[src/design/mcr_ram.sv]
`timescale 1ns / 1ps

module mcr_ram #(
   parameter int WIDTH = 8,
   parameter int DEPTH = 256,
   localparam int ADDR_W = $clog2(DEPTH)
) (
   input  logic              clock,
   input  logic              wr_en,
   input  logic [ADDR_W-1:0] wr_addr,
   input  logic [WIDTH-1:0]  wr_data,
   input  logic              rd_en,
   input  logic [ADDR_W-1:0] rd_addr,
   output logic [WIDTH-1:0]  rd_data
);

   logic [WIDTH-1:0] mem_ff [DEPTH];
   logic [WIDTH-1:0] rd_data_ff;

   always_ff @(posedge clock) begin
      if (wr_en) begin
         mem_ff[wr_addr] <= wr_data;
      end
      if (rd_en) begin
         rd_data_ff <= mem_ff[rd_addr];
      end
   end

   assign rd_data = rd_data_ff;

endmodule

[config.mk]
export PLATFORM = sky130hd
export DESIGN_NAME = mcr_ram
export DESIGN_NICKNAME = d
export VERILOG_FILES = /design/src/design/mcr_ram.sv
export SDC_FILE = /design/constraint.sdc
export NUM_CORES = 2
export LEC_CHECK = 0
export ABC_AREA = 1
export BUFFER_PORTS_ARGS = -buffer_cell sky130_fd_sc_hd__buf_2
export CELL_PAD_IN_SITES_DETAIL_PLACEMENT = 2
export CELL_PAD_IN_SITES_GLOBAL_PLACEMENT = 2
export CORE_ASPECT_RATIO = 0.7
export CORE_MARGIN = 3
export CORE_UTILIZATION = 44
export CTS_CLUSTER_SIZE = 16
export DETAILED_ROUTE_END_ITERATION = 6
export PLACE_DENSITY_LB_ADDON = 0.1
export SETUP_SLACK_MARGIN = 0.02
export SLEW_MARGIN = 10
export SYNTH_ARGS = -nofsm -noshare
export SYNTH_HDL_FRONTEND = slang
export SYNTH_SLANG_ARGS = --single-unit
[constraint.sdc]
create_clock -name clock -period 2.4 [get_ports clock]
set_input_delay 0.48 -clock clock [delete_from_list [all_inputs] [get_ports clock]]
set_output_delay 0.48 -clock clock [all_outputs]
set_load 0.005 [all_outputs]
## Word level (Yosys, flattened, before mapping)

Memory sizes are Yosys's and may differ from the RTL's. A register that Yosys moved wholly into a read port is not among the register bits.
Cells that the tools add are included.

| operators by class | value |
|---|---|
| mux-type cells | 2 |

Operators by type and width:

| operator | number |
|---|---|
| 1-bit two-way mux | 2 |

| word-level totals | value |
|---|---|
| memories | 1 |
| bits in registers | 0 |
| output and inout bits | 8 |
| RAM bits | 2048 |
| bits of input ports | 27 |

Memories:

| name | depth | bits a word | rd ports | clocked after memory_dff | wr ports | RTL line | text |
|---|---|---|---|---|---|---|---|
| mem_ff | 256 | 8 | 1 | 1 | 1 | 17 | `logic [WIDTH-1:0] mem_ff [DEPTH];` |

## Logic depth before layout (Yosys ltp)

| depth | value |
|---|---|
| word-level depth | 2 |
| depth in mapped cells | 15 |

## Worst setup path after synthesis

OpenSTA, ideal clock, no wires.

| path | value |
|---|---|
| kind | in2reg |
| from | input port wr_en |
| to | memory mem_ff[162][0] (enable) |
| data arrival time | 1.601 ns |
| path slack | 0.429 ns |
| stages | 4 |
| library setup time | 0.370 ns |
| path through | clkbuf_1 > nand3_1 > clkbuf_1 > nor2_1 |

| between the ends | value |
|---|---|
| cells in the longest elaborated chain, start to end | 2 |

Ends and longest elaborated chain:

| element | RTL line | text |
|---|---|---|
| from (decl) | 9 | `input logic wr_en,` |
| 1-bit two-way mux | 21 | `if (wr_en) begin` |
| 1-bit two-way mux (not written as such) | 22 | `mem_ff[wr_addr] <= wr_data;` |
| to (decl) | 17 |  |

Every way passes these cells.

==> reports/summary.txt <==
OUTCOME
--------------------------------------------------------------------------------
Outcome ...........................................................    completed

ROUTING
--------------------------------------------------------------------------------
Total length of routed wires ......................................    331000 um
Routed Antenna Nets ...............................................            0
Vias per cell .....................................................         6.09
Count of vias placed by the detailed router .......................        62200
Average detailed-routed wire length per instance ..................      32.4 um
1st-pass router iterations ........................................            7
DRC viols .........................................................            0
1st-iter DRT viols ................................................         7496

TIMING
--------------------------------------------------------------------------------
Unrepaired setup endpoints after global routing ...................           no
Clock Skews .......................................................      40.1 ps
Max-slew violations ...............................................            0
Hold Worst Slack ..................................................      68.0 ps
Final critical-path share of the clock period .....................        97.7%
Maximum frequency from static timing analysis .....................      426 MHz
Worst-Margin Slew .................................................       702 ps
Time the worst path needs with I/O delays and setup ...............      2340 ps
Setup Viol. Count Final ...........................................            0
Worst slew margin .................................................        53.2%
Final hold viol count .............................................            0

YOSYS
--------------------------------------------------------------------------------
Seq/Total Area, Yosys .............................................        74.0%
Area of the mapped netlist ........................................    83500 um2
Number of instances in the synthesized netlist ....................         7003
Post-Synthesis Net Count ..........................................         7030
Top cell type's share of synthesized area .........................        74.0%
Unique masters post-synth .........................................           13
Warning count from the yosys run ..................................            0
Dominant cell type by area after synthesis ........................     edfxtp_1
Total of flip-flops plus latches after synthesis ..................         2056
Post-Synthesis Mean Instance Area .................................     11.9 um2
Largest cells by area after synthesis ............................. edfxtp_1 (74%), nand3_1 (12%), nand2_1 (9.5%)

CTS
--------------------------------------------------------------------------------
CTS max path bufs .................................................            4
Clock-pin slew on the worst setup and hold paths ..................        70 ps
Skew-Pair Late Insertion Delay ....................................       870 ps
Clock sink total ..................................................         2056
CTS tree ..........................................................          yes
CTS Root Buffer Type ..............................................    clkbuf_16
Num CTS Buffers ...................................................          208
H-tree lvl count ..................................................            4

WORST SETUP PATH
--------------------------------------------------------------------------------
Reg-to-reg setup timing slack .....................................       110 ps
CP required .......................................................      3140 ps
Capturing element type of the critical path .......................    flip-flop
Critical path fanouts, max ........................................           36
R2R cell count ....................................................           10
Kind of critical path ............................................. input pin to flip-flop
Worst endpoint data arrival time ..................................      3090 ps
Type of element launching the critical path .......................    input pin

HOLD PATH
--------------------------------------------------------------------------------
Hold Path Stages ..................................................            1
Type of the tightest min-delay check .............................. input pin to flip-flop

POWER
--------------------------------------------------------------------------------
LEAKAGE ...........................................................    0.0356 uW
Cell Pwr Density ..................................................   791 nW/um2
Maximum ir drop on the vdd rail ...................................   0.000847 V

PLACEMENT
--------------------------------------------------------------------------------
Placed cells ......................................................         9829
Detailed Place HPWL ...............................................    211000 um
Placed inst area ..................................................    92300 um2
RD Place Congestion ...............................................        0.873
Buffers added on ports ............................................           34

FINAL LAYOUT
--------------------------------------------------------------------------------
Fraction of final layout cells sized beyond drive strength 1 ......        14.4%
Finished layout cell area .........................................    98900 um2
Number of nets in the final layout ................................         7573
Area overhead of the layout relative to synthesis .................        18.4%
Non-filler cells, final ...........................................        10200
Final Util ........................................................        52.5%

FLOORPLAN
--------------------------------------------------------------------------------
Area of the die ...................................................   195000 um2
Num ports .........................................................           35
Core Footprint ....................................................   188000 um2
Die X-Extent ......................................................       527 um
Height of the die .................................................       370 um
Row count .........................................................          133
Initial core utilization ..........................................        44.4%

GRT
--------------------------------------------------------------------------------
Number of antenna violations at the first check in global routing .           12
Global-route wire length before repair ............................    481000 um
Maximum number of pins on one net before global-route repair ......           81
Global route total overflow .......................................            0
Via count of the first global-routing pass ........................        66700
GRT Total Usage ...................................................        33.7%

JOB
--------------------------------------------------------------------------------
Maximum Capacitance Violations ....................................            0

[cell type report]
class                           count  area, um2
Multi-Input combinational cell   4425      19200
Clock inverter                    132       1090
Fill cell                       17900      89400
Tap cell                         2497       3120
Timing Repair Buffer              816       8120
Clock buffer                      242       5400
Inverter                           39        183
Antenna cell                        8       20.0
Sequential cell                  2056      61700
[through the flow]
stage | setup TNS [ps] | setup slack, ps | total power (uW)
after floorplan | 0 | 429 | 42800
after global placement | -5210 | -740 | 45900
after detailed placement | -5780 | -792 | 46200
after CTS | 0 | 78.5 | 78500
after global routing | 0 | 49.6 | 80200
final | 0 | 55.1 | 78200
[critical path, stage by stage]
cell and delay [ps]:
buf_8 140, inv_16 190, buf_12 240, buf_12 190, buf_12 220, nand2_1 80
nand3_1 130, nand3_1 130, nand3_1 120, nand3_1 150, nand3_1 220, nand3_1 340
nand2_1 170, nand2_1 70, nand2_1 80
[registers in the layout (all words and copies together), names as in the netlist]
name,flops
mem_ff,2048
rd_data,8
[metal layers]
layer	share of wire, %	global-route usage [%]	wire length [um]
met2	47	54.7	156000
met3	8.1	5.47	26900
met5	0	0	0
met1	41	46.6	137000
met4	3.4	10.7	11400
[final timing paths]
kind	start	to
max	rd_addr[0]	rd_data[0]$_DFFE_PP_
min	wr_data[6]	mem_ff[176][6]$_DFFE_PP_
max reg2reg	mem_ff[140][0]$_DFFE_PP_	rd_data[0]$_DFFE_PP_
min reg2reg	mem_ff[229][4]$_DFFE_PP_	rd_data[4]$_DFFE_PP_
[cell families after synthesis]
family	count (synthesis)	synth area share, %
flops	2056	74.0
buf+inv	522	3.12
simple gates	4425	22.9
[repair_timing]
action	CTS	global route
buffers inserted	0	0
setup endpoints to repair	0	4
resized for setup	0	6
endpoints found under the hold margin	55	0
hold buffers	4	0
[cell usage after synthesis]
master,number
nand2_1,2123
edfxtp_1,2056
nand3_1,2019
nor2_1,283
buf_2,268
clkbuf_1,112
buf_4,46
buf_1,40
inv_1,36
buf_6,16
inv_2,2
buf_8,1
inv_4,1
[report_power, final]
| part | switching [uW] | internal [uW] | leakage (uW) |
|---|---|---|---|
| sequential | 53.3 | 39600 | 0.0185 |
| combinational | 4290 | 1710 | 0.0139 |
| clock | 14500 | 18100 | 0.00319 |
| total | 18800 | 59400 | 0.0356 |
[layout by cell type, fill, tap and decap left out, types with 8 or more instances in the layout]
| cell type | netlist | routed |
|---|---|---|
| nand2_1 | 2123 | 2108 |
| edfxtp_1 | 2056 | 2056 |
| nand3_1 | 2019 | 2015 |
| buf_4 | 46 | 622 |
| nor2_1 | 283 | 283 |
| clkbuf_16 | 0 | 211 |
| buf_12 | 0 | 155 |
| clkinv_1 | 0 | 67 |
| clkinv_2 | 0 | 42 |
| inv_1 | 36 | 34 |
| clkbuf_1 | 112 | 31 |
| buf_2 | 268 | 21 |
| bufinv_16 | 0 | 20 |
| nand2_2 | 0 | 15 |
| buf_8 | 1 | 11 |
| diode_2 | 0 | 8 |
No activity file was read; power rests on OpenSTA's default activity.
