--- src/design/mcr_pkg.sv ---
`timescale 1ns / 1ps

package mcr_pkg;

   localparam int PIX_W     = 8;
   localparam int COORD_W   = 8;
   localparam int DIM_W     = 9;
   localparam int THR_W     = 20;
   localparam int CSR_IDX_W = 2;
   localparam int MAX_WIDTH = 256;
   localparam int WIN       = 3;
   localparam int HALF      = WIN / 2;
   localparam int SPAN      = WIN + 2;
   localparam int LAG       = WIN - HALF;
   localparam int SLOT_W    = $clog2(SPAN);
   localparam int ADDR_W    = $clog2(MAX_WIDTH);
   localparam int NUM_DIR   = 4;
   localparam int SQ_W      = 2 * PIX_W;
   localparam int PART_W    = SQ_W + 2;
   localparam int RESP_W    = 20;

   localparam logic [DIM_W-1:0]   DIM_MIN         = DIM_W'(8);
   localparam logic [DIM_W-1:0]   DIM_MAX         = DIM_W'(256);
   localparam logic [DIM_W-1:0]   WIDTH_RESET     = DIM_W'(256);
   localparam logic [DIM_W-1:0]   HEIGHT_RESET    = DIM_W'(256);
   localparam logic [THR_W-1:0]   THRESHOLD_RESET = THR_W'(42000);

   // one-pixel shifts as (row, column) offsets: left, up, down, right
   localparam int SHIFT_DY [NUM_DIR] = '{0, -1, 1, 0};
   localparam int SHIFT_DX [NUM_DIR] = '{-1, 0, 0, 1};

   typedef enum logic [CSR_IDX_W-1:0] {
      CSR_IMAGE_WIDTH      = 2'd0,
      CSR_IMAGE_HEIGHT     = 2'd1,
      CSR_CORNER_THRESHOLD = 2'd2
   } csr_index_type;

   typedef logic [PIX_W-1:0] pixel_type;
   typedef logic [SPAN-1:0][PIX_W-1:0] column_type;
   // indexed [row][column], oldest row and column at index 0
   typedef logic [SPAN-1:0][SPAN-1:0][PIX_W-1:0] window_type;

   typedef struct packed {
      logic               emit;
      logic [COORD_W-1:0] cx;
      logic [COORD_W-1:0] cy;
   } tag_type;

   typedef struct packed {
      logic               emit;
      logic [COORD_W-1:0] cx;
      logic [COORD_W-1:0] cy;
      logic [RESP_W-1:0]  response;
   } res_type;

   typedef struct packed {
      logic [COORD_W-1:0] center_x;
      logic [COORD_W-1:0] center_y;
      logic [RESP_W-1:0]  response;
      logic               is_corner;
   } out_type;

   function automatic logic [SQ_W-1:0] sq_abs_diff(input pixel_type a, input pixel_type b);
      logic [PIX_W-1:0] d;
      d = (a >= b) ? (a - b) : (b - a);
      return {{PIX_W{1'b0}}, d} * {{PIX_W{1'b0}}, d};
   endfunction

endpackage

--- src/design/mcr_column_cell.sv ---
`timescale 1ns / 1ps

// one window column; hands its pixels to the next older column on each shift
module mcr_column_cell (
   input  logic               clock,
   input  logic               shift_en,
   input  mcr_pkg::column_type col_in,
   output mcr_pkg::column_type col_out
);

   mcr_pkg::column_type column_ff;

   always_ff @(posedge clock) begin
      if (shift_en) begin
         column_ff <= col_in;
      end
   end

   assign col_out = column_ff;

endmodule

--- config.mk ---
export PLATFORM = sky130hd
export DESIGN_NAME = mcr_column_cell
export DESIGN_NICKNAME = d
export VERILOG_FILES = /design/src/design/mcr_pkg.sv /design/src/design/mcr_column_cell.sv
export SDC_FILE = /design/constraint.sdc
export NUM_CORES = 1
export LEC_CHECK = 0
export BUFFER_PORTS_ARGS = -buffer_cell sky130_fd_sc_hd__buf_2
export CAP_MARGIN = 5
export CORE_MARGIN = 1.5
export CORE_UTILIZATION = 35
export DETAILED_ROUTE_END_ITERATION = 12
export HOLD_SLACK_MARGIN = 0.05
export PLACE_DENSITY = 0.7
export SLEW_MARGIN = 15
export SYNTH_ARGS = -nofsm -noshare
export SYNTH_HDL_FRONTEND = slang
export SYNTH_SLANG_ARGS = --single-unit
--- constraint.sdc ---
create_clock -name clock -period 0.8 [get_ports clock]
set_input_delay 0.04 -clock clock [delete_from_list [all_inputs] [get_ports clock]]
set_output_delay 0.04 -clock clock [all_outputs]
set_load 0.02 [all_outputs]
-- Yosys cells after proc, flatten, opt, wreduce, memory -nomap -nowiden
Cells that the tools add are included.
- register bits after elaboration: 40
- logic and storage cells: 5
- output and inout port bits: 40
- input port bits: 42

-- Longest topological paths before layout
- depth after elaboration: 0
- mapped depth: 0
- depth with buffers taken out: 0

-- Worst setup path before layout
No wires, ideal clock.
- path kind: register -> output
- start point: register column_ff, in the netlist col_out[0]
- end point: output col_out[0] (netlist bit)
- path buffers: 0
- arrival time: 449 ps
- required time: 760 ps
- path slack: 311 ps
- cell stages (with the launch flop): 1
- path through: edfxtp_1
- RTL lines (item ; RTL line ; text):
    from (decl) ; mcr_column_cell.sv:11 ; mcr_pkg::column_type column_ff;
    from (signal assigned) ; mcr_column_cell.sv:15 ; column_ff <= col_in;
    to (decl) ; mcr_column_cell.sv:8 ; output mcr_pkg::column_type col_out
No word-level cell between the ends.

-- Worst setup path after layout
- start point: register column_ff, in the netlist col_out[28]
- end point: output col_out[28] (netlist bit)
No word-level cell between the ends.

==> parameters.txt <==
Parameter                              Value

Outcome
  Outcome    complete, but fails checks
  Violated checks    setup timing

Logic synthesis
  Number of enable flip-flop cells after synthesis    40
  Yosys warning total    0
  Most used flip-flop cell after synthesis    sky130_fd_sc_hd__edfxtp_1
  Per-instance average area after synthesis    30.0 um2
  Nets in the synthesized netlist    82
  Share of synthesized area occupied by flip-flops and latches    1.00
  Count of distinct cell types in the synthesized netlist    1
  Cells after synthesis    40
  Summed instance area of the synthesized netlist    1200 um2
  List of most frequent post-synthesis cells    sky130_fd_sc_hd__edfxtp_1 (40)
  Share of synthesized flip-flops with an asynchronous set or reset    0
  Number of storage elements in the synthesis netlist    40
  Top cell type by total area after synthesis    sky130_fd_sc_hd__edfxtp_1
  Synth top area share    1.00
  Dominant cell by count in the synthesized netlist    sky130_fd_sc_hd__edfxtp_1
  Leading post-synthesis cells by cell area    sky130_fd_sc_hd__edfxtp_1 (100%)

Global routing
  First-pass GRT wire length    3.68 mm
  Aggregate global-route resource usage    0.145
  Fraction of met2 tracks used by global routing    0.262
  Most congested layer reported by global routing    met2
  Via count of the first global-routing pass    875
  Aggregate global routing overflow    0
  Maximum number of pins on one net before global-route repair    26
  Fraction of met3 tracks used by global routing    0.0504
  Fraction of met1 tracks used by global routing    0.140
  Number of antenna violations at the first check in global routing    0

Worst setup path
  Slowest CP cell    sky130_fd_sc_hd__edfxtp_1
  Nature of the critical path endpoint    primary output
  CP Launch Type    flop
  Arrival time reported for the critical path endpoint    0.92 ns
  Buffer and inverter count on the worst path    1
  CP delay by family, top    flip-flops
  Crit path largest cell delay    0.43 ns
  List of cells traversed by the critical path    buf_6
  Top fanout value on the critical path    1
  Critical path required time    0.76 ns
  Worst setup path category    flop to primary output

Clock tree
  Clk buf depth    2
  Number of sinks handled by clock tree synthesis    40
  Clk root buf    sky130_fd_sc_hd__clkbuf_4
  Number of levels in the clock H-tree    2
  Post-CTS repair timing setup buffer count    0
  Number of buffers inserted during clock tree synthesis    5
  Worst-path clk slew    0.12 ns
  CTS tree    built

Timing
  Setup WS post-layout    -0.160 ns
  Finish-stage setup viols    40
  FMAX    1.04 GHz
  Final critical delay including setup and external delays    0.960 ns
  Final Slew Violations    0
  Total negative slack for setup checks    -5.12 ns
  Unrepaired setup endpoints after global routing    true
  Period Utilization, post-route    1.20
  Transition time at the pin with the least slew margin    0.135 ns
  Hold violation total from the final report    0
  Max-Slew Margin vs Limit    0.910

Die
  Top-Level Pins    82
  Height of the chip    61.6 um
  Initial Utilization    0.363
  Area of the core    3310 um2
  Standard-cell row count    21
  Chip Width    61.6 um
  Area of the die    3790 um2

Place
  Port-buffer cells    81
  Weighted congestion at the end of routability-driven global placement    0.584
  Number of placed cells counting well taps    169

Pwr
  Switching power total    1.10 mW
  Reported leakage power    1.01 nW
  Int Pwr    3.63 mW
  Clk pwr share    0.282
  Switching share of power    0.232
  Areal power density over the cells    1970 nW/um2
  Combinational group share of total power    0.176
  Part of the power in registers    0.542
  Worst IR drop on VDD    0.00163 V

Min path
  Class of the most critical hold timing path    primary input to flop

Cells and area
  # diodes    0
  Final std cells w/o fill    217
  Fill cell total of the finished layout    211
  Number of flip-flops under the largest register name    40
  Fraction of layout instances using a drive strength above 1    0.532
  Layout multi-input combinational cell count    0
  Total area of multi-input combinational cells    0 um2
  Layout Nets    212
  Area growth from synthesis to final layout    99.4%

Route
  Average detailed-routed wire length per instance    13.5 um
  Length of the first detailed-routing pass in iterations    4
  Iteration-0 DRC count of the detailed router    14
  Antenna-violating nets left    0
  Total vias in the final route    876
  Sum of routed wire length over all layers    2.94 mm
  DRC violation count after routing    0
  Number of vias per cell after detailed routing    4.04

Flow run
  Number of max-cap violations    0
## timing repair
action,in CTS,in global routing
endpoints found under the hold margin,40,0
hold buffers,40,0
endpoints found under the setup margin,40,40
gates resized for setup,12,54
## logic make-up after synthesis
| group | synth area share |
|---|---|
| DFF | 1.00 |
## cells in the final DEF, fill, tap and decap left out
cell | netlist | routed
sky130_fd_sc_hd__buf_2 | 0 | 48
sky130_fd_sc_hd__inv_6 | 0 | 1
sky130_fd_sc_hd__buf_12 | 0 | 2
sky130_fd_sc_hd__dlygate4sd3_1 | 0 | 40
sky130_fd_sc_hd__clkbuf_4 | 0 | 5
sky130_fd_sc_hd__buf_6 | 0 | 33
sky130_fd_sc_hd__edfxtp_1 | 40 | 40
sky130_fd_sc_hd__clkinvlp_4 | 0 | 1
sky130_fd_sc_hd__bufinv_16 | 0 | 1
## through the flow
stage          setup WS [ns]  instance area [um2]  hold slack [ns]   util  total power [mW]
3_5_place_dp           0.123                 1700            0.218  0.515              3.10
2_1_floorplan          0.311                 1200            0.139      -              2.80
4_1_cts               -0.163                 2230            0.108  0.672              4.60
3_3_place_gp           0.131                 1700            0.216  0.515              3.08
5_1_grt               -0.205                 2390            0.117  0.723              4.89
6_report              -0.160                 2390            0.121  0.723              4.72
## power groups by stage
stage / sequential [mW] / combinational [mW] / clock (mW)
after floorplan: 2.80 / 0 / 0
after CTS: 2.53 / 0.704 / 1.37
after global routing: 2.58 / 0.881 / 1.44
final: 2.56 / 0.832 / 1.33
after detailed placement: 2.57 / 0.525 / 0
after global placement: 2.57 / 0.517 / 0
## layer usage
metal,vias up,routed length (um)
met5,-,0
met4,0,47
met3,5,220
met2,46,1700
met1,405,965
li1,420,-
## layout make-up
type | instances | area (um2) | share of cell area
timing repair buffer | 123 | 1050 | 0.439
sequential | 40 | 1200 | 0.502
tap | 46 | 57.6 | 0.0240
clock inverter | 3 | 46.3 | 0.0193
clock buffer | 5 | 37.5 | 0.0157
## final timing paths
path                       to  slack, ns   startpoint  cells past startpoint
setup / recovery  col_out[28]      -0.16  col_out[28]                      1
hold / removal     col_out[4]       0.12     shift_en                      2
Note: power is estimated with default switching activity, not from simulation.
