`src/design/mcr_pkg.sv`:
```
`timescale 1ns / 1ps

package mcr_pkg;

   localparam int PIX_W     = 8;
   localparam int COORD_W   = 8;
   localparam int DIM_W     = 9;
   localparam int THR_W     = 20;
   localparam int CSR_IDX_W = 2;
   localparam int MAX_WIDTH = 256;
   localparam int WIN       = 3;
   localparam int HALF      = WIN / 2;
   localparam int SPAN      = WIN + 2;
   localparam int LAG       = WIN - HALF;
   localparam int SLOT_W    = $clog2(SPAN);
   localparam int ADDR_W    = $clog2(MAX_WIDTH);
   localparam int NUM_DIR   = 4;
   localparam int SQ_W      = 2 * PIX_W;
   localparam int PART_W    = SQ_W + 2;
   localparam int RESP_W    = 20;

   localparam logic [DIM_W-1:0]   DIM_MIN         = DIM_W'(8);
   localparam logic [DIM_W-1:0]   DIM_MAX         = DIM_W'(256);
   localparam logic [DIM_W-1:0]   WIDTH_RESET     = DIM_W'(256);
   localparam logic [DIM_W-1:0]   HEIGHT_RESET    = DIM_W'(256);
   localparam logic [THR_W-1:0]   THRESHOLD_RESET = THR_W'(42000);

   // one-pixel shifts as (row, column) offsets: left, up, down, right
   localparam int SHIFT_DY [NUM_DIR] = '{0, -1, 1, 0};
   localparam int SHIFT_DX [NUM_DIR] = '{-1, 0, 0, 1};

   typedef enum logic [CSR_IDX_W-1:0] {
      CSR_IMAGE_WIDTH      = 2'd0,
      CSR_IMAGE_HEIGHT     = 2'd1,
      CSR_CORNER_THRESHOLD = 2'd2
   } csr_index_type;

   typedef logic [PIX_W-1:0] pixel_type;
   typedef logic [SPAN-1:0][PIX_W-1:0] column_type;
   // indexed [row][column], oldest row and column at index 0
   typedef logic [SPAN-1:0][SPAN-1:0][PIX_W-1:0] window_type;

   typedef struct packed {
      logic               emit;
      logic [COORD_W-1:0] cx;
      logic [COORD_W-1:0] cy;
   } tag_type;

   typedef struct packed {
      logic               emit;
      logic [COORD_W-1:0] cx;
      logic [COORD_W-1:0] cy;
      logic [RESP_W-1:0]  response;
   } res_type;

   typedef struct packed {
      logic [COORD_W-1:0] center_x;
      logic [COORD_W-1:0] center_y;
      logic [RESP_W-1:0]  response;
      logic               is_corner;
   } out_type;

   function automatic logic [SQ_W-1:0] sq_abs_diff(input pixel_type a, input pixel_type b);
      logic [PIX_W-1:0] d;
      d = (a >= b) ? (a - b) : (b - a);
      return {{PIX_W{1'b0}}, d} * {{PIX_W{1'b0}}, d};
   endfunction

endpackage

```
`src/design/mcr_ssd.sv`:
```
`timescale 1ns / 1ps

// squared differences, partial sums, direction sums, minimum
module mcr_ssd (
   input  logic                clock,
   input  logic                reset,
   input  logic                advance,
   input  mcr_pkg::tag_type    tag_in,
   input  mcr_pkg::window_type window,
   output mcr_pkg::res_type    res
);

   localparam int NSQ = mcr_pkg::WIN * mcr_pkg::WIN;

   mcr_pkg::tag_type tag2_ff, tag3_ff, tag4_ff, tag5_ff;
   mcr_pkg::res_type res6_ff;

   logic [mcr_pkg::NUM_DIR-1:0][NSQ-1:0][mcr_pkg::SQ_W-1:0]              sq3_in, sq3_ff;
   logic [mcr_pkg::NUM_DIR-1:0][mcr_pkg::WIN-1:0][mcr_pkg::PART_W-1:0]   part4_in, part4_ff;
   logic [mcr_pkg::NUM_DIR-1:0][mcr_pkg::RESP_W-1:0]                     sum5_in, sum5_ff;
   logic [mcr_pkg::RESP_W-1:0] min01, min23, min6_in;

   // squared differences against each shifted window
   for (genvar k = 0; k < mcr_pkg::NUM_DIR; k++) begin : g_dir
      for (genvar i = 0; i < mcr_pkg::WIN; i++) begin : g_row
         for (genvar j = 0; j < mcr_pkg::WIN; j++) begin : g_col
            localparam int R0 = 1 + i;
            localparam int C0 = 1 + j;
            localparam int R1 = 1 + i + mcr_pkg::SHIFT_DY[k];
            localparam int C1 = 1 + j + mcr_pkg::SHIFT_DX[k];
            assign sq3_in[k][i*mcr_pkg::WIN+j] =
               mcr_pkg::sq_abs_diff(window[R0][C0], window[R1][C1]);
         end
      end
   end

   always_comb begin
      for (int k = 0; k < mcr_pkg::NUM_DIR; k++) begin
         for (int g = 0; g < mcr_pkg::WIN; g++) begin
            part4_in[k][g] = {2'b00, sq3_ff[k][g*mcr_pkg::WIN]}
                           + {2'b00, sq3_ff[k][g*mcr_pkg::WIN+1]}
                           + {2'b00, sq3_ff[k][g*mcr_pkg::WIN+2]};
         end
         sum5_in[k] = {2'b00, part4_ff[k][0]} + {2'b00, part4_ff[k][1]}
                    + {2'b00, part4_ff[k][2]};
      end
      min01   = (sum5_ff[1] < sum5_ff[0]) ? sum5_ff[1] : sum5_ff[0];
      min23   = (sum5_ff[3] < sum5_ff[2]) ? sum5_ff[3] : sum5_ff[2];
      min6_in = (min23 < min01) ? min23 : min01;
   end

   always_ff @(posedge clock) begin
      if (reset) begin
         tag2_ff.emit <= 1'b0;
         tag3_ff.emit <= 1'b0;
         tag4_ff.emit <= 1'b0;
         tag5_ff.emit <= 1'b0;
         res6_ff.emit <= 1'b0;
      end else if (advance) begin
         tag2_ff <= tag_in;
         tag3_ff <= tag2_ff;
         tag4_ff <= tag3_ff;
         tag5_ff <= tag4_ff;
         res6_ff <= '{emit: tag5_ff.emit, cx: tag5_ff.cx, cy: tag5_ff.cy,
                      response: min6_in};
      end
   end

   always_ff @(posedge clock) begin
      if (advance) begin
         sq3_ff   <= sq3_in;
         part4_ff <= part4_in;
         sum5_ff  <= sum5_in;
      end
   end

   assign res = res6_ff;

endmodule

```
`config.mk`:
```
export PLATFORM = sky130hd
export DESIGN_NAME = mcr_ssd
export DESIGN_NICKNAME = d
export VERILOG_FILES = /design/src/design/mcr_pkg.sv /design/src/design/mcr_ssd.sv
export SDC_FILE = /design/constraint.sdc
export NUM_CORES = 2
export LEC_CHECK = 0
export BUFFER_PORTS_ARGS = -buffer_cell sky130_fd_sc_hd__buf_2
export CORE_UTILIZATION = 60
export CTS_CLUSTER_SIZE = 40
export DETAILED_ROUTE_END_ITERATION = 8
export PLACE_DENSITY = 0.75
export SYNTH_ARGS = -nofsm -noshare
export SYNTH_HDL_FRONTEND = slang
export SYNTH_SLANG_ARGS = --single-unit
```
`constraint.sdc`:
```
create_clock -name clock -period 24.9 [get_ports clock]
set_clock_uncertainty 0.05 [all_clocks]
set_input_delay 6.225 -clock clock [delete_from_list [all_inputs] [get_ports clock]]
set_output_delay 6.225 -clock clock [all_outputs]
set_load 0.01 [all_outputs]
```
=== After elaboration in Yosys (flattened, before gate mapping) ===
Index checks and enable logic that the tools add are counted.

* Flip-flop bits (word level): 977
* Latch bits: 0
* RAM bits: 0
* ROM bits: 0
* Input bits: 220
* Output and inout bits: 37
* Word-level logic and storage cells: 264
* Memories: 0

* Add/subtract/negate cells: 80
* $mul: 36
* Div/mod/pow operators: 0
* $lt $le $gt $ge: 39
* Equality and inequality tests: 0
* Shift-type cells: 0
* Multiplexer cells: 39
* Bitwise gates (word level): 1
* Reductions and logical operators: 1

{| class="wikitable"
|+ Operator list
! cell !! number
|-
| $mul 8x8->16 || 36
|-
| $sub 8x8->8 || 48
|-
| $ge 8x8->1 || 36
|-
| $mux 8 || 36
|-
| $add 17x16->18 || 12
|-
| $add 16x16->17 || 12
|-
| $add 19x18->20 || 4
|-
| $add 18x18->19 || 4
|-
| $lt 20x20->1 || 3
|-
| $mux 20 || 3
|-
| $reduce_and 2->1 || 1
|-
| $not 1->1 || 1
|}

=== Logic depth before layout (Yosys ltp) ===
* Word-level depth: 4
* Depth in mapped cells: 33

=== Worst setup path after synthesis ===
OpenSTA, ideal clock, no wires.

* Path type: in2reg
* From: input window[104] in the netlist's numbering
* To: register sq3_ff[239] in the netlist's numbering (data pin)
* Library setup time: 259 ps
* Arrival time: 12,482 ps
* Path slack: 12,109 ps
* Cell stages on the path: 29
* Cells stage by stage: inv_1 > ha_1 > inv_1 > fa_1 > a21o_1 > a21oi_1 > a21oi_1 > a211o_1 > a21oi_2 > mux2i_1 > xor2_1 > or2_2 > inv_1 > fa_1 > fa_1 > ha_1 > inv_1 > fa_1 > inv_1 > ha_1 > a21o_1 > a21oi_1 > o21bai_1 > a21oi_1 > nor2b_1 > o2111ai_1 > nand3_1 > o41a_1 > xor2_1

{| class="wikitable"
|+ RTL lines
! what !! RTL line !! RTL
|-
| start, declared || mcr_ssd.sv:9 || <nowiki>input mcr_pkg::window_type window,</nowiki>
|-
| end signal, assigned || mcr_ssd.sv:71 || <nowiki>sq3_ff <= sq3_in;</nowiki>
|-
| end, declared || mcr_ssd.sv:18 || <nowiki>logic [mcr_pkg::NUM_DIR-1:0][NSQ-1:0][mcr_pkg::SQ_W-1:0] sq3_in, sq3_ff;</nowiki>
|}

==> impl_metrics.json <==
{
  "status": "completed",
  "via_per_inst": 5.715,
  "r2r_cells": 20,
  "fmax_ghz": 0.07194,
  "ys_seq_area_share_pct": 23.33,
  "ys.flop_type": "edfxtp_1",
  "holdPathStages": 0,
  "drive_gt1_share_pct": 6.478,
  "grt-ovfl-total": 0,
  "grt_max_degree": 89,
  "io_pins": 257,
  "rows": 162,
  "synthArstFlopShare_pct": 0,
  "cp_slowest_cell": "xor2_1",
  "placeableCoreArea_um2": 195800,
  "firstDrtPassIters": 6,
  "cp.arrival_ps": 14340,
  "io_buffer_count": 224,
  "startpoint_type": "input pin",
  "cp_slowest_stage_delay_ps": 980,
  "synth-edff-count": 920,
  "cp_top_family": "adder cells",
  "synth.avg_cell_area_um2": 9.958,
  "synth_cell_type_count": 114,
  "vias": 85360,
  "first_global_vias": 86390,
  "synth-seq-cells": 925,
  "layout.nets": 15380,
  "setup_viol": 0,
  "critPathCaptureType": "flop",
  "grt_usage_pct": 31.02,
  "min_path_type": "reg2reg",
  "clk_latency_ps": 770,
  "htree_levels": 3,
  "period_share_pct": 55.82,
  "drt-initial-drc-count": 6391,
  "cts_resized": 0,
  "antenna_found_initial": 21,
  "grt_pass1_wl_um": 477200,
  "die_y_um": 447.1,
  "cts_setup_buffers": 0,
  "hold_violations": 0,
  "ff2ff_setup_slack_ps": 18440,
  "period_minus_slack_ps": 13900,
  "post-route-drc-count": 0,
  "cap_violations": 0,
  "required_ps": 25340,
  "worstSetupPathType": "in2reg",
  "die_area_um2": 199900,
  "rsz0062_at_grt": "no",
  "slew_headroom_pct": 13.90,
  "cts_tree": "built",
  "cts_sinks": 925,
  "yosysWarnings": 0,
  "cp_max_fo": 9,
  "worst-path-buf-inv": 5,
  "synthCells": 11940,
  "detail-route-antenna-nets": 0,
  "worstSetupPathDepth": 28,
  "cts_buffers": 105,
  "worstMarginPinSlew_ps": 1256,
  "hold_buffers": 0,
  "start_util_pct": 60.70,
  "netlist_area_um2": 118900,
  "tns_ps": 0,
  "clock_path_buffers": 3,
  "drv_slew": 0,
  "wl_um": 305400,
  "die_x_um": 447.1,
  "areaGrowthSynthToFinish_pct": 6.860,
  "path_clk_slew_ps": 60,
  "cts-root-buf": "clkbuf_16",
  "place_congestion": 0.9933,
  "hpwl_um": 252800,
  "wl_per_cell_um": 20.45
}
-- Yosys cell counts, drive strengths merged (133+ instances only) --
master / count / area share (%)
a21o: 232 / 1.5
a21oi: 616 / 2.6
clkbuf: 133 / 0.42
edfxtp: 920 / 23
fa: 1212 / 20
ha: 1734 / 18
inv: 2129 / 6.7
mux2i: 257 / 2.2
nand2: 249 / 0.80
nand3: 145 / 0.61
nor2: 1420 / 4.5
nor3: 193 / 0.83
o21ai: 193 / 0.83
o21bai: 177 / 1.1
or2: 202 / 1.1
xnor2: 768 / 5.8
xor2: 240 / 1.8
-- routing by layer --
metal	vias to the layer above	wire length, um	global-route usage [%]	share of wire [%]
li1	40180	-	-	-
met1	42060	128400	41.37	42
met2	2558	140400	50.05	46
met3	553	20220	4.410	6.6
met4	2	16400	14.34	5.4
met5	-	13	0	0.0043
-- worst paths after layout --
path                             startpoint           to
worst max register to register   sum5_ff[5]      res[17]
worst min register to register  tag2_ff[14]  tag3_ff[14]
worst max-delay path            window[137]  sq3_ff[143]
worst min-delay path            tag2_ff[14]  tag3_ff[14]
-- placed cells by master, fill, tap and decap left out, types with 79 or more instances in the layout --
cell and instances:
buf_4 79, buf_2 223, o21ai_0 179, xnor2_1 745
fa_1 1212, o21a_1 104, nand2_1 244, xor2_1 238
nand2b_1 91, a21oi_1 608, ha_1 1734, or2_2 196
clkbuf_16 105, edfxtp_1 920, mux2i_1 256, a21o_1 232
o21bai_1 177, nor2_1 1414, nand3_1 145, inv_1 2124
nor2b_1 129, nor3_1 190
-- layout make-up --
type	count	area [um2]
clock inverters	79	1035
clock buffers	116	2669
repair buffers	303	1724
multi-input cells	8751	82560
diodes	8	20.02
flip-flops and latches	925	27730
fillers	15550	68800
well taps	2624	3283
inverters	2129	7991
-- kinds of logic after synthesis --
family	after synthesis	share of synthesized area [%]
mux	272	2.323
simple gates	2707	10.56
xor+xnor	1008	7.595
buf+inv	2305	7.361
compound gates	1772	10.16
fa+ha+maj	2946	38.67
other cells	1	0.003155
flops	925	23.33
-- state kept, by name, indices dropped and copies added, names as in the netlist --
register,flops
tag4_ff,17
sum5_ff,80
part4_ff,212
res,37
tag2_ff,17
tag3_ff,17
tag5_ff,17
sq3_ff,528
-- per-stage QoR --
| step | instances | hold WS (ps) | instance area (um2) | setup WS, ps | utilization (%) |
|---|---|---|---|---|---|
| CTS | 14930 | 368.9 | 127000 | 11120 | 64.85 |
| global placement | 14730 | 350.2 | 123300 | 10400 | 62.96 |
| finish | 14940 | 367.0 | 127000 | 11000 | 64.86 |
| detailed placement | 14730 | 354.5 | 123300 | 10330 | 62.96 |
| global route | 14930 | 369.4 | 127000 | 10610 | 64.86 |
| floorplan | 11980 | 350.3 | 119000 | 12110 | - |
Power is left out: the tool's default activity adds up to more than one toggle a clock period on the data nets, which glitch-free logic cannot reach.
